==> src/tmrb_pkg.sv <==
// Shared types and constants of the one-shot/periodic timer bank.
// No dependencies; imported by the top level and the countdown unit.
package tmrb_pkg;

  localparam int unsigned MAX_RESULTS = 32;
  localparam int unsigned NW          = $clog2(MAX_RESULTS + 1);

  localparam logic [1:0] ACT_ADD_ONESHOT  = 2'd0;
  localparam logic [1:0] ACT_ADD_PERIODIC = 2'd1;
  localparam logic [1:0] ACT_TICK         = 2'd2;

  localparam logic RES_ADD_ACK = 1'b0;
  localparam logic RES_FIRED   = 1'b1;

  typedef logic signed [32:0] cnt_t;

  typedef struct packed {
    logic [1:0]  action;
    logic [15:0] handle;
    logic [31:0] delay_ms;
    logic [15:0] delta_ms;
  } in_t;

  typedef struct packed {
    logic        result_kind;
    logic [15:0] fired_handle;
    logic        from_periodic;
    logic        table_full;
    logic        last;
  } out_t;

  typedef struct packed {
    logic [15:0] handle;
    cnt_t        rem;
  } os_entry_t;

  typedef struct packed {
    logic [15:0] handle;
    logic [31:0] reload;
    cnt_t        rem;
  } pr_entry_t;

endpackage

==> src/oneshot_periodic_timer_bank.sv <==
// Bank of one-shot and periodic countdown timers with a shared countdown unit.
// Add: accepted in idle, acknowledged from the add state once the output register is free (1 result, last set).
// Tick: one slot per cycle through the single subtract/compare unit and table
//   read port, held while the output register cannot take a reported fire.
// Inputs are taken only in idle; one item is worked on at a time.
// Reset clears fill counts and the sequencer; table contents are undefined.
module oneshot_periodic_timer_bank #(
  parameter int unsigned ONESHOT_SLOTS  = 16,
  parameter int unsigned PERIODIC_SLOTS = 16
) (
  input  logic           clk_i,
  input  logic           rst_ni,
  input  logic           in_valid_i,
  output logic           in_stall_o,
  input  tmrb_pkg::in_t  in_data_i,
  output logic           out_valid_o,
  input  logic           out_stall_i,
  output tmrb_pkg::out_t out_data_o
);
  import tmrb_pkg::*;

  localparam int unsigned OIW  = (ONESHOT_SLOTS > 1) ? $clog2(ONESHOT_SLOTS) : 1;
  localparam int unsigned PIW  = (PERIODIC_SLOTS > 1) ? $clog2(PERIODIC_SLOTS) : 1;
  localparam int unsigned OCW  = $clog2(ONESHOT_SLOTS + 1);
  localparam int unsigned PCW  = $clog2(PERIODIC_SLOTS + 1);
  localparam int unsigned MAXS = (ONESHOT_SLOTS > PERIODIC_SLOTS) ? ONESHOT_SLOTS
                                                                  : PERIODIC_SLOTS;
  localparam int unsigned ICW  = $clog2(MAXS + 1);

  typedef enum logic [2:0] {
    S_IDLE,
    S_ADD,
    S_OS_RD,
    S_OS_ACT,
    S_PR_RD,
    S_PR_ACT,
    S_FLUSH
  } state_e;

  // Sequencer and bookkeeping registers.
  state_e         state_q, state_d;
  in_t            item_q, item_d;
  logic [ICW-1:0] i_q, i_d;          // slot being scanned
  logic [OCW-1:0] w_q, w_d;          // compaction write slot of the one-shot table
  logic [OCW-1:0] os_used_q, os_used_d;
  logic [PCW-1:0] pr_used_q, pr_used_d;
  logic [NW-1:0]  n_q, n_d;          // fires reported on this tick, pending one included
  logic           pend_v_q, pend_v_d;
  logic [15:0]    pend_handle_q, pend_handle_d;
  logic           pend_per_q, pend_per_d;
  logic           out_valid_q, out_valid_d;
  out_t           out_data_q, out_data_d;

  // Table ports.
  logic           os_we, pr_we;
  logic [OIW-1:0] os_waddr, os_raddr;
  logic [PIW-1:0] pr_waddr, pr_raddr;
  os_entry_t      os_wdata, os_rd;
  pr_entry_t      pr_wdata, pr_rd;

  // Shared countdown unit.
  cnt_t           alu_rem, alu_cnt;
  logic           alu_fire;

  logic           out_free;
  logic           stall_scan;
  logic           adv;
  logic [ICW-1:0] i_nxt;
  logic           add_per, add_full;

  tmrb_ram #(
    .DEPTH (ONESHOT_SLOTS),
    .WIDTH ($bits(os_entry_t))
  ) u_os_ram (
    .clk_i   (clk_i),
    .we_i    (os_we),
    .waddr_i (os_waddr),
    .wdata_i (os_wdata),
    .raddr_i (os_raddr),
    .rdata_o (os_rd)
  );

  tmrb_ram #(
    .DEPTH (PERIODIC_SLOTS),
    .WIDTH ($bits(pr_entry_t))
  ) u_pr_ram (
    .clk_i   (clk_i),
    .we_i    (pr_we),
    .waddr_i (pr_waddr),
    .wdata_i (pr_wdata),
    .raddr_i (pr_raddr),
    .rdata_o (pr_rd)
  );

  // One unit serves both tables; the scan state picks the operand.
  assign alu_rem = (state_q == S_PR_ACT) ? pr_rd.rem : os_rd.rem;

  tmrb_alu u_alu (
    .rem_i   (alu_rem),
    .delta_i (item_q.delta_ms),
    .cnt_o   (alu_cnt),
    .fire_o  (alu_fire)
  );

  // The output register takes a new result when empty or when its transfer completes.
  assign out_free = !out_valid_q || !out_stall_i;

  // A reported fire must push the previous pending one out; hold the scan
  // when the output register cannot take it.
  assign stall_scan = alu_fire && (n_q < NW'(MAX_RESULTS)) && pend_v_q && !out_free;
  assign adv        = !stall_scan;
  assign i_nxt      = i_q + 1'b1;

  assign add_per  = (item_q.action == ACT_ADD_PERIODIC);
  assign add_full = add_per ? (pr_used_q == PCW'(PERIODIC_SLOTS))
                            : (os_used_q == OCW'(ONESHOT_SLOTS));

  // Read addresses: slot 0 before a scan, then the next slot once this one retires.
  assign os_raddr = (state_q == S_OS_ACT) ? OIW'(adv ? i_nxt : i_q) : '0;
  assign pr_raddr = (state_q == S_PR_ACT) ? PIW'(adv ? i_nxt : i_q) : '0;

  always_comb begin
    state_d       = state_q;
    item_d        = item_q;
    i_d           = i_q;
    w_d           = w_q;
    os_used_d     = os_used_q;
    pr_used_d     = pr_used_q;
    n_d           = n_q;
    pend_v_d      = pend_v_q;
    pend_handle_d = pend_handle_q;
    pend_per_d    = pend_per_q;
    out_valid_d   = out_valid_q && out_stall_i;
    out_data_d    = out_data_q;

    os_we           = 1'b0;
    os_waddr        = w_q[OIW-1:0];
    os_wdata.handle = os_rd.handle;
    os_wdata.rem    = alu_cnt;
    pr_we           = 1'b0;
    pr_waddr        = i_q[PIW-1:0];
    pr_wdata.handle = pr_rd.handle;
    pr_wdata.reload = pr_rd.reload;
    pr_wdata.rem    = alu_fire ? $signed({1'b0, pr_rd.reload}) : alu_cnt;

    unique case (state_q) inside
      S_IDLE: begin
        if (in_valid_i) begin
          item_d = in_data_i;
          unique case (in_data_i.action) inside
            ACT_ADD_ONESHOT, ACT_ADD_PERIODIC: begin
              state_d = S_ADD;
            end
            ACT_TICK: begin
              i_d      = '0;
              w_d      = '0;
              n_d      = '0;
              pend_v_d = 1'b0;
              state_d  = S_OS_RD;
            end
            default: begin
              // Unused action: drop it, no result.
            end
          endcase
        end
      end

      S_ADD: begin
        if (out_free) begin
          out_valid_d                = 1'b1;
          out_data_d.result_kind     = RES_ADD_ACK;
          out_data_d.fired_handle    = item_q.handle;
          out_data_d.from_periodic   = add_per;
          out_data_d.table_full      = add_full;
          out_data_d.last            = 1'b1;
          if (!add_full) begin
            if (add_per) begin
              pr_we           = 1'b1;
              pr_waddr        = pr_used_q[PIW-1:0];
              pr_wdata.handle = item_q.handle;
              pr_wdata.reload = item_q.delay_ms;
              pr_wdata.rem    = $signed({1'b0, item_q.delay_ms});
              pr_used_d       = pr_used_q + 1'b1;
            end else begin
              os_we           = 1'b1;
              os_waddr        = os_used_q[OIW-1:0];
              os_wdata.handle = item_q.handle;
              os_wdata.rem    = $signed({1'b0, item_q.delay_ms});
              os_used_d       = os_used_q + 1'b1;
            end
          end
          state_d = S_IDLE;
        end
      end

      S_OS_RD: begin
        state_d = (os_used_q == '0) ? S_PR_RD : S_OS_ACT;
      end

      S_PR_RD: begin
        state_d = (pr_used_q == '0) ? S_FLUSH : S_PR_ACT;
      end

      S_OS_ACT, S_PR_ACT: begin
        if (adv) begin
          if (alu_fire) begin
            if (n_q < NW'(MAX_RESULTS)) begin
              if (pend_v_q) begin
                out_valid_d              = 1'b1;
                out_data_d.result_kind   = RES_FIRED;
                out_data_d.fired_handle  = pend_handle_q;
                out_data_d.from_periodic = pend_per_q;
                out_data_d.table_full    = 1'b0;
                out_data_d.last          = 1'b0;
              end
              pend_v_d      = 1'b1;
              pend_handle_d = (state_q == S_PR_ACT) ? pr_rd.handle : os_rd.handle;
              pend_per_d    = (state_q == S_PR_ACT);
              n_d           = n_q + 1'b1;
            end
          end
          if (state_q == S_OS_ACT) begin
            // Survivors move down to the compaction slot, keeping their order.
            if (!alu_fire) begin
              os_we = 1'b1;
              w_d   = w_q + 1'b1;
            end
            i_d = i_nxt;
            if (i_nxt == ICW'(os_used_q)) begin
              os_used_d = alu_fire ? w_q : OCW'(w_q + 1'b1);
              i_d       = '0;
              state_d   = S_PR_RD;
            end
          end else begin
            // Write back in place: new count, or the reload after a fire.
            pr_we = 1'b1;
            i_d   = i_nxt;
            if (i_nxt == ICW'(pr_used_q)) begin
              state_d = S_FLUSH;
            end
          end
        end
      end

      S_FLUSH: begin
        if (!pend_v_q) begin
          state_d = S_IDLE;
        end else if (out_free) begin
          out_valid_d              = 1'b1;
          out_data_d.result_kind   = RES_FIRED;
          out_data_d.fired_handle  = pend_handle_q;
          out_data_d.from_periodic = pend_per_q;
          out_data_d.table_full    = 1'b0;
          out_data_d.last          = 1'b1;
          pend_v_d                 = 1'b0;
          state_d                  = S_IDLE;
        end
      end

      default: begin
        state_d = S_IDLE;
      end
    endcase
  end

  always_ff @(posedge clk_i or negedge rst_ni) begin
    if (!rst_ni) begin
      state_q     <= S_IDLE;
      i_q         <= '0;
      w_q         <= '0;
      os_used_q   <= '0;
      pr_used_q   <= '0;
      n_q         <= '0;
      pend_v_q    <= 1'b0;
      out_valid_q <= 1'b0;
    end else begin
      state_q     <= state_d;
      i_q         <= i_d;
      w_q         <= w_d;
      os_used_q   <= os_used_d;
      pr_used_q   <= pr_used_d;
      n_q         <= n_d;
      pend_v_q    <= pend_v_d;
      out_valid_q <= out_valid_d;
    end
  end

  // Payload registers: no reset.
  always_ff @(posedge clk_i) begin
    item_q        <= item_d;
    pend_handle_q <= pend_handle_d;
    pend_per_q    <= pend_per_d;
    out_data_q    <= out_data_d;
  end

  assign in_stall_o  = (state_q != S_IDLE);
  assign out_valid_o = out_valid_q;
  assign out_data_o  = out_data_q;

`ifndef SYNTHESIS
  a_os_used_range: assert property (@(posedge clk_i) disable iff (!rst_ni)
    os_used_q <= OCW'(ONESHOT_SLOTS))
    else $error("one-shot fill count beyond table size");

  a_pr_used_range: assert property (@(posedge clk_i) disable iff (!rst_ni)
    pr_used_q <= PCW'(PERIODIC_SLOTS))
    else $error("periodic fill count beyond table size");

  a_compact_behind: assert property (@(posedge clk_i) disable iff (!rst_ni)
    (state_q == S_OS_ACT) |-> (ICW'(w_q) <= i_q))
    else $error("compaction slot ahead of scan slot");

  a_pend_counted: assert property (@(posedge clk_i) disable iff (!rst_ni)
    pend_v_q |-> (n_q != '0))
    else $error("pending fire not counted");

  a_add_ack_one: assert property (@(posedge clk_i) disable iff (!rst_ni)
    (state_q == S_ADD && out_free) |=> (out_valid_q && out_data_q.last &&
                                        out_data_q.result_kind == RES_ADD_ACK))
    else $error("add acknowledge not loaded");
`endif

endmodule

==> src/tmrb_ram.sv <==
// Simple dual-port timer table storage: one write port, one registered read port.
// Depends on nothing; instantiated by the timer bank top level.
module tmrb_ram #(
  parameter int unsigned DEPTH = 16,
  parameter int unsigned WIDTH = 49,
  parameter int unsigned AW    = (DEPTH > 1) ? $clog2(DEPTH) : 1
) (
  input  logic             clk_i,
  input  logic             we_i,
  input  logic [AW-1:0]    waddr_i,
  input  logic [WIDTH-1:0] wdata_i,
  input  logic [AW-1:0]    raddr_i,
  output logic [WIDTH-1:0] rdata_o
);

  logic [WIDTH-1:0] mem [DEPTH];
  logic [WIDTH-1:0] rdata_q;

  always_ff @(posedge clk_i) begin
    if (we_i) begin
      mem[waddr_i] <= wdata_i;
    end
  end

  always_ff @(posedge clk_i) begin
    rdata_q <= mem[raddr_i];
  end

  assign rdata_o = rdata_q;

endmodule

==> src/tmrb_alu.sv <==
// Shared countdown unit: subtract the tick delta and flag a due timer.
// Depends on tmrb_pkg.
module tmrb_alu (
  input  tmrb_pkg::cnt_t rem_i,
  input  logic [15:0]    delta_i,
  output tmrb_pkg::cnt_t cnt_o,
  output logic           fire_o
);
  import tmrb_pkg::*;

  cnt_t cnt;

  // Counts stay within 33-bit signed range, so no overflow check.
  assign cnt    = rem_i - $signed({17'b0, delta_i});
  assign cnt_o  = cnt;
  assign fire_o = cnt[32] || (cnt == '0);

endmodule
==> config.mk <==
export PLATFORM = sky130hd
export DESIGN_NAME = oneshot_periodic_timer_bank
export DESIGN_NICKNAME = d
export VERILOG_FILES = /design/src/tmrb_pkg.sv /design/src/oneshot_periodic_timer_bank.sv /design/src/tmrb_ram.sv /design/src/tmrb_alu.sv
export SDC_FILE = /design/constraint.sdc
export NUM_CORES = 2
export LEC_CHECK = 0
export ABC_CLOCK_PERIOD_IN_PS = 8600
export BUFFER_PORTS_ARGS = -buffer_cell sky130_fd_sc_hd__buf_4
export CAP_MARGIN = 20
export CORE_MARGIN = 2
export CORE_UTILIZATION = 25
export CTS_BUF_LIST = sky130_fd_sc_hd__clkbuf_2 sky130_fd_sc_hd__clkbuf_4 sky130_fd_sc_hd__clkbuf_8
export DETAILED_ROUTE_END_ITERATION = 12
export PLACE_DENSITY = 0.38
export SETUP_SLACK_MARGIN = 0.15
export SKIP_CTS_REPAIR_TIMING = 1
export SKIP_LAST_GASP = 1
export SYNTH_ARGS = -nofsm -noshare
export SYNTH_HDL_FRONTEND = slang
export SYNTH_SLANG_ARGS = --single-unit
==> constraint.sdc <==
create_clock -name clk_i -period 8.6 [get_ports clk_i]
set_clock_uncertainty 0.05 [all_clocks]
set_input_delay 0.86 -clock clk_i [delete_from_list [all_inputs] [get_ports clk_i]]
set_output_delay 0.86 -clock clk_i [all_outputs]
set_load 0.03 [all_outputs]
======== After elaboration in Yosys (flattened, before gate mapping) ========
Memories as Yosys holds them, arrays and structs flattened. A register that Yosys moved wholly into a read port is not among the register bits.
Cells that the tools add are included.
word-level totals
  bits in registers ....................... 134
  RAM bits ................................ 2080
  bits of input ports ..................... 70
  output and inout port bits .............. 22
  logic and storage cells ................. 187
  memories ................................ 2
operators by class
  add/subtract/negate cells ............... 6
  magnitude comparators ................... 1
  equal/unequal tests ..................... 29
  multiplexer cells ....................... 97
  bitwise gates (word level) .............. 2
  reduce and logical (&&, ||, !) cells .... 31
memories
  name          words  width  read ports  clocked after memory_dff  wr ports  line            source
  u_pr_ram.mem  16     81     1           1                         1         tmrb_ram.sv:16  logic [WIDTH-1:0] mem [DEPTH];
  u_os_ram.mem  16     49     1           1                         1         tmrb_ram.sv:16
operators by type and width
  cell                 count
  $mux 81              4
  $mux 49              4
  $mux 20              7
  $mux 5               14
  $mux 33              2
  $pmux 20 s3          1
  $mux 4               11
  $logic_not 33->1     1
  $sub 33x17->33       1
  $mux 6               5
  $pmux 5 s2           3
  $mux 1               29
  $mux 3               8
  $ne 2x2->1 const B   12
  $add 5x1->5 const B  4
  $pmux 3 s6           1
  $mux 16              1
  $pmux 6 s2           1
  $reduce_and 4->1     3
  $reduce_and 6->1     2
  $eq 5x5->1           2
  $eq 5x5->1 const B   2
  $logic_not 5->1      2
  $reduce_and 5->1     2
  26 further kinds     44

======== Depth between registers and ports, before layout ========
  word-level depth ........................ 12
  mapped depth ............................ 29
  mapped depth without buffers ............ 20

======== Modules after synthesis ========
Synthesis repeated with hierarchy kept, for this count alone.
unflattened totals
  cells, all modules ...................... 4425
  area total of the unflattened synthesis .. 89784.9 sq um
modules (own cells, without submodules)
  module                       times used  cells each  area each (sq um)  sequential area each (sq um)
  tmrb_ram at u_pr_ram         1           2078        50020.5            40538.9
  tmrb_ram at u_os_ram         1           1268        30336.6            24523.5
  oneshot_periodic_timer_bank  1           862         7997.7             3868.7
  tmrb_alu                     1           217         1430.1             0.0

======== Least setup slack after synthesis ========
No wires, ideal clock.
  kind .................................... flip-flop to flip-flop
  start point ............................. register state_q[0]
  end point ............................... memory u_pr_ram.mem[1][0] in the netlist's numbering, enable pin
  setup time .............................. 521 ps
  arrival ................................. 8577 ps
  required time ........................... 8029 ps
  slack ................................... -549 ps
  stages on the path, launching flop included .. 23
  buffers on the path ..................... 7
  clock period less this slack ............ 9149 ps
  cells stage by stage .................... dfrtp_1 -> nand3b_2 -> buf_2 -> buf_1 -> clkbuf_1 -> clkbuf_1 -> clkbuf_1 -> buf_1 -> nand2_1 -> nand2_1 -> ha_1 -> clkbuf_1 -> a21oi_1 -> o21ai_0 -> a21oi_1 -> nand2_1 -> a211oi_1 -> o2111a_1 -> xor2_1 -> a21oi_4 -> o21ai_0 -> o21ai_0 -> nor2_1
between the ends
  longest elaborated chain between the ends .. 12
  elaborated cells between the ends (all ways) .. 17
  classes of those cells .................. 1 x add/sub; 3 x eq/ne; 7 x mux; 6 x reduce/logical
ends and longest elaborated chain
  what                             line                                source
  start: declaration               oneshot_periodic_timer_bank.sv:41   state_e state_q, state_d;
  start signal: assignment         oneshot_periodic_timer_bank.sv:277  state_q <= state_d;
  $eq 3x3->1                       oneshot_periodic_timer_bank.sv:96   assign alu_rem = (state_q == S_PR_ACT) ? pr_rd.rem : os_rd.rem;
  $mux 33                          oneshot_periodic_timer_bank.sv:96
  $sub 33x17->33                   tmrb_alu.sv:14                      assign cnt = rem_i - $signed({17'b0, delta_i});
  $logic_not 33->1                 tmrb_alu.sv:16                      assign fire_o = cnt[32] || (cnt == '0);
  $logic_or 1x1->1                 tmrb_alu.sv:16
  $logic_and 1x1->1 (3 in series)  oneshot_periodic_timer_bank.sv:110  assign stall_scan = alu_fire && (n_q < NW'(MAX_RESULTS)) && pend_v_q && !out_free;
  $mux 1                           oneshot_periodic_timer_bank.sv:205  if (adv) begin
  $pmux 1 s2                       oneshot_periodic_timer_bank.sv:146  unique case (state_q) inside
  $mux 1                           tmrb_ram.sv:20                      if (we_i) begin
  $mux 1 (implied by the code)     tmrb_ram.sv:21                      mem[waddr_i] <= wdata_i;
  end: declaration                 tmrb_ram.sv:16
Several ways; a longest one is shown, not always the timed one.

======== Worst setup path in the final report ========
  start point ............................. register state_q[0]
  end point ............................... register u_pr_ram.rdata_q[65] (netlist: u_pr_ram.rdata_o[65]) (read register of u_pr_ram.mem)
between the ends
  longest elaborated chain between the ends .. 10
ends and longest elaborated chain
  what                             line                                                                   source
  $eq 3x3->1 (*)                   oneshot_periodic_timer_bank.sv:96, oneshot_periodic_timer_bank.sv:120
  $mux 33                          oneshot_periodic_timer_bank.sv:96
  $sub 33x17->33                   tmrb_alu.sv:14
  $logic_not 33->1                 tmrb_alu.sv:16
  $logic_or 1x1->1                 tmrb_alu.sv:16
  $logic_and 1x1->1 (3 in series)  oneshot_periodic_timer_bank.sv:110
  $mux 4                           oneshot_periodic_timer_bank.sv:120                                     assign pr_raddr = (state_q == S_PR_ACT) ? PIW'(adv ? i_nxt : i_q) : '0;
  $mux 4 (*)                       oneshot_periodic_timer_bank.sv:120
  end: declaration                 tmrb_ram.sv:17                                                         logic [WIDTH-1:0] rdata_q;
Every way passes the cells marked *; elsewhere a longest branch is shown, timed or not.
A chain may end at the register's enable or synchronous reset.

==> results.toml <==
[status]
status = "finished, final reports clean"

[critical_path]
worstPathArrival_ps = 8550
reg2reg_to = "u_pr_ram.rdata_o[65]"
critPathRequiredTime_ps = 9480
reg2regPathDepth = 23
regToRegSetupSlack_ps = 930
critPathBufInv = 5
crit_path_start_kind = "flip-flop"
path_class = "reg2reg"
crit-reg2reg-launch = "state_q[0]"
slowest_delay_ps = 730
cp_max_fo = 69
worst_setup_path_end_kind = "flip-flop"
cpMaxStageDelayCell = "mux2i_1"
path_cells = "nand3b_4, clkinv_2, buf_12, nand2_1, nand2_1, ha_1, a21o_1, a221oi_1, xnor2_1, a2111oi_0, nand4bb_1, nor4_1, nand4_1, or4_1, buf_4, a21oi_4, mux2i_1, nor2_1, nor2_4, buf_12, buf_4, a32o_1, o22ai_1"
cp_top_family = "simple AND/OR/NAND/NOR gates"

[synthesis]
ys_warn_count = 0
synth_edf_count = 2183
syn_area_um2 = 93500
ys_types = 83
ys_ff_latch = 2344
yosysSeqAreaShare = 0.737
ys.flop_type = "edfxtp_1"
async_reset_ff_frac = 0.0132
syn_inst = 6911
synth_area_per_cell_um2 = 13.5

[cts]
path_clk_slew_ps = 60
clk_latency_ps = 1080
cts_tree = "done"
clockRootBuffer = "clkbuf_8"
cts.path.max_buffers = 4
htree_num_levels = 5
numCtsBuffers = 401
cts_sinks = 2344

[floorplanning]
initial_utilization = 0.251
die_x_um = 616
placementRows = 224
dieHeight_um = 616
core_area_um2 = 372000
io_pins = 92
dieArea_um2 = 379000

[timing]
hold_viol_final = 0
rsz0062_at_grt = "no"
worst_pin_slew_ps = 1120
setup_viol_count_final = 0
max_freq_ghz = 0.130
fin_hold_ws_ps = 164
relSlewSlack = 0.251
drv_slew = 0
min_period_ps = 7670
post-route-period-util = 0.892

[job]
cap_violations = 0

[routing]
drc_errors = 0
drtIter0Drc = 5291
vias = 59400
routed_wirelength_mm = 326
dr_wl_met2_mm = 155
met3_length_mm = 13.2
vias_per_cell = 4.72
final_antenna_net_count = 0
maxUsedRoutingLayer = "met4"
met1_length_mm = 150
wire_per_inst_um = 25.9
detail_route.first_pass.iterations = 6

[finish]
multiInputGateArea_um2 = 23000
drive_gt1_frac = 0.148
regArea_um2 = 68900
final_nets = 7372
final_cell_area_um2 = 111000
area_growth_pct = 18.3
final_common_cell = "edfxtp_1"
fill_cells = 37700
final_cell_mix = "edfxtp_1, nand2_1, o21ai_0, nor2_1, nor3_1"

[place]
place.gp.congestion = 0.853
dp_hpwl_mm = 189
placed_cell_area_um2 = 102000
port-buffer-count = 91

[global_routing]
grt_pass1_wl_mm = 462
grt_pass1_vias = 59600
grt_max_degree = 161
grt_usage = 0.167
overflow = 0
antenna_found_initial = 12

[pwr]
p_leak_nw = 38.3
ir_drop_v = 0.000275
cellPowerDensity_nw_per_um2 = 341

[hold_path]
hold_class = "in2reg"
hp-start = "out_stall_i"
whs_path_depth = 3
min_to = "out_valid_o"
final cells by class:
cell class                      count  share of cell area
Sequential cell                  2344               0.623
Multi-Input combinational cell   4079               0.208
Clock buffer                      634              0.0681
Tap cell                         4972              0.0562
Timing Repair Buffer              412              0.0370
Clock inverter                    104             0.00658
Inverter                           40             0.00137
Antenna cell                        5            0.000113
logic make-up (layout without fill, tap and decap cells):
logic type,count (synthesis),in the layout,share of synthesized area
buffers and inverters,503,1190,0.0224
multiplexers,385,385,0.0416
adder cells (fa/ha/maj),25,25,0.00340
other,1,21,0.0000401
XOR/XNOR,48,48,0.00450
flip-flops,2344,2344,0.737
AND/OR/NAND/NOR,2465,2465,0.114
AO/OA/AOI/OAI,1140,1140,0.0769
state kept, by name (all words and copies together), names as in the netlist, 5 cells and up:
register / flops
i_q: 5
os_used_q: 5
w_q: 5
u_os_ram.mem: 784
n_q: 6
u_os_ram.rdata_o: 49
item_q: 66
pr_used_q: 5
out_data_o: 20
u_pr_ram.mem: 1296
u_pr_ram.rdata_o: 81
pend_handle_q: 16
worst reg2reg max path, cell delays in order, from the launching register on:
cell       delay [ps]
dfrtp_1           680
nand3b_4          210
clkinv_2          130
buf_12            350
nand2_1           110
nand2_1            70
ha_1              300
a21o_1            270
a221oi_1          630
xnor2_1           210
a2111oi_0         330
nand4bb_1         160
nor4_1            290
nand4_1           250
or4_1             720
buf_4             240
a21oi_4           360
mux2i_1           730
nor2_1            210
nor2_4            400
buf_12            370
buf_4             260
a32o_1            150
o22ai_1            80
routing by layer:
metal,GRT usage,vias to the layer above
met5,0,-
met4,0.0428,0
met1,0.230,30700
met3,0.0219,464
li1,-,26800
met2,0.277,1504
worst max path at each step:
stage	from	endpoint	slack [ps]	cells after the start
floorplan	state_q[0]	u_pr_ram.mem[1][0]	-550	22
global placement	state_q[0]	u_pr_ram.mem[0][68]	1050	21
detailed placement	state_q[0]	u_pr_ram.rdata_o[65]	1020	23
CTS	state_q[0]	u_os_ram.rdata_o[11]	1000	23
global route	state_q[0]	u_pr_ram.rdata_o[65]	620	23
finish	state_q[0]	u_pr_ram.rdata_o[65]	930	23
cell usage after synthesis (4+ instances only):
cell type	count	area share
nor3b_1	6	0.00048
nor3_1	546	0.029
or4_1	6	0.00048
a21oi_1	95	0.0051
buf_1	33	0.0013
and3_1	11	0.00074
o22a_1	4	0.00037
dfxtp_1	130	0.028
nor2b_1	6	0.00040
edfxtp_1	2183	0.70
a211o_1	4	0.00037
nor4_1	11	0.00074
o21ai_1	30	0.0016
or3_1	6	0.00040
nor2_1	621	0.025
inv_1	37	0.0015
o22ai_1	86	0.0058
and2_1	11	0.00074
nand2_1	910	0.037
o2111ai_1	4	0.00037
dfrtp_1	31	0.0083
nand4_1	66	0.0044
xnor2_1	23	0.0022
buf_2	113	0.0060
nand3_1	242	0.013
mux2i_1	357	0.038
buf_4	14	0.0011
nand2b_1	7	0.00047
clkbuf_1	301	0.012
o211ai_1	5	0.00040
o21ai_0	621	0.033
a31oi_1	13	0.00087
o31ai_1	8	0.00064
a32o_1	208	0.022
a211oi_1	7	0.00056
xor2_1	25	0.0023
o21a_1	7	0.00056
ha_1	23	0.0031
mux2_2	28	0.0034
through the flow:
stage	total power, mW	std cells	setup TNS (ps)	worst slack (ps)	util
after floorplan	22.1	6926	-669590	-549	-
after global placement	27.4	11800	0	1050	0.273
after detailed placement	27.5	11800	0	1020	0.273
after CTS	38.0	12500	0	1000	0.295
after global routing	39.4	12600	0	616	0.297
final	37.7	12600	0	931	0.297
report_power, final:
group / total (mW) / internal, mW / switching (mW)
Combinational: 10.3 / 2.45 / 7.83
Clock: 10.4 / 5.70 / 4.72
Sequential: 17.0 / 16.1 / 0.930
Power figures use the tool's default switching activity.
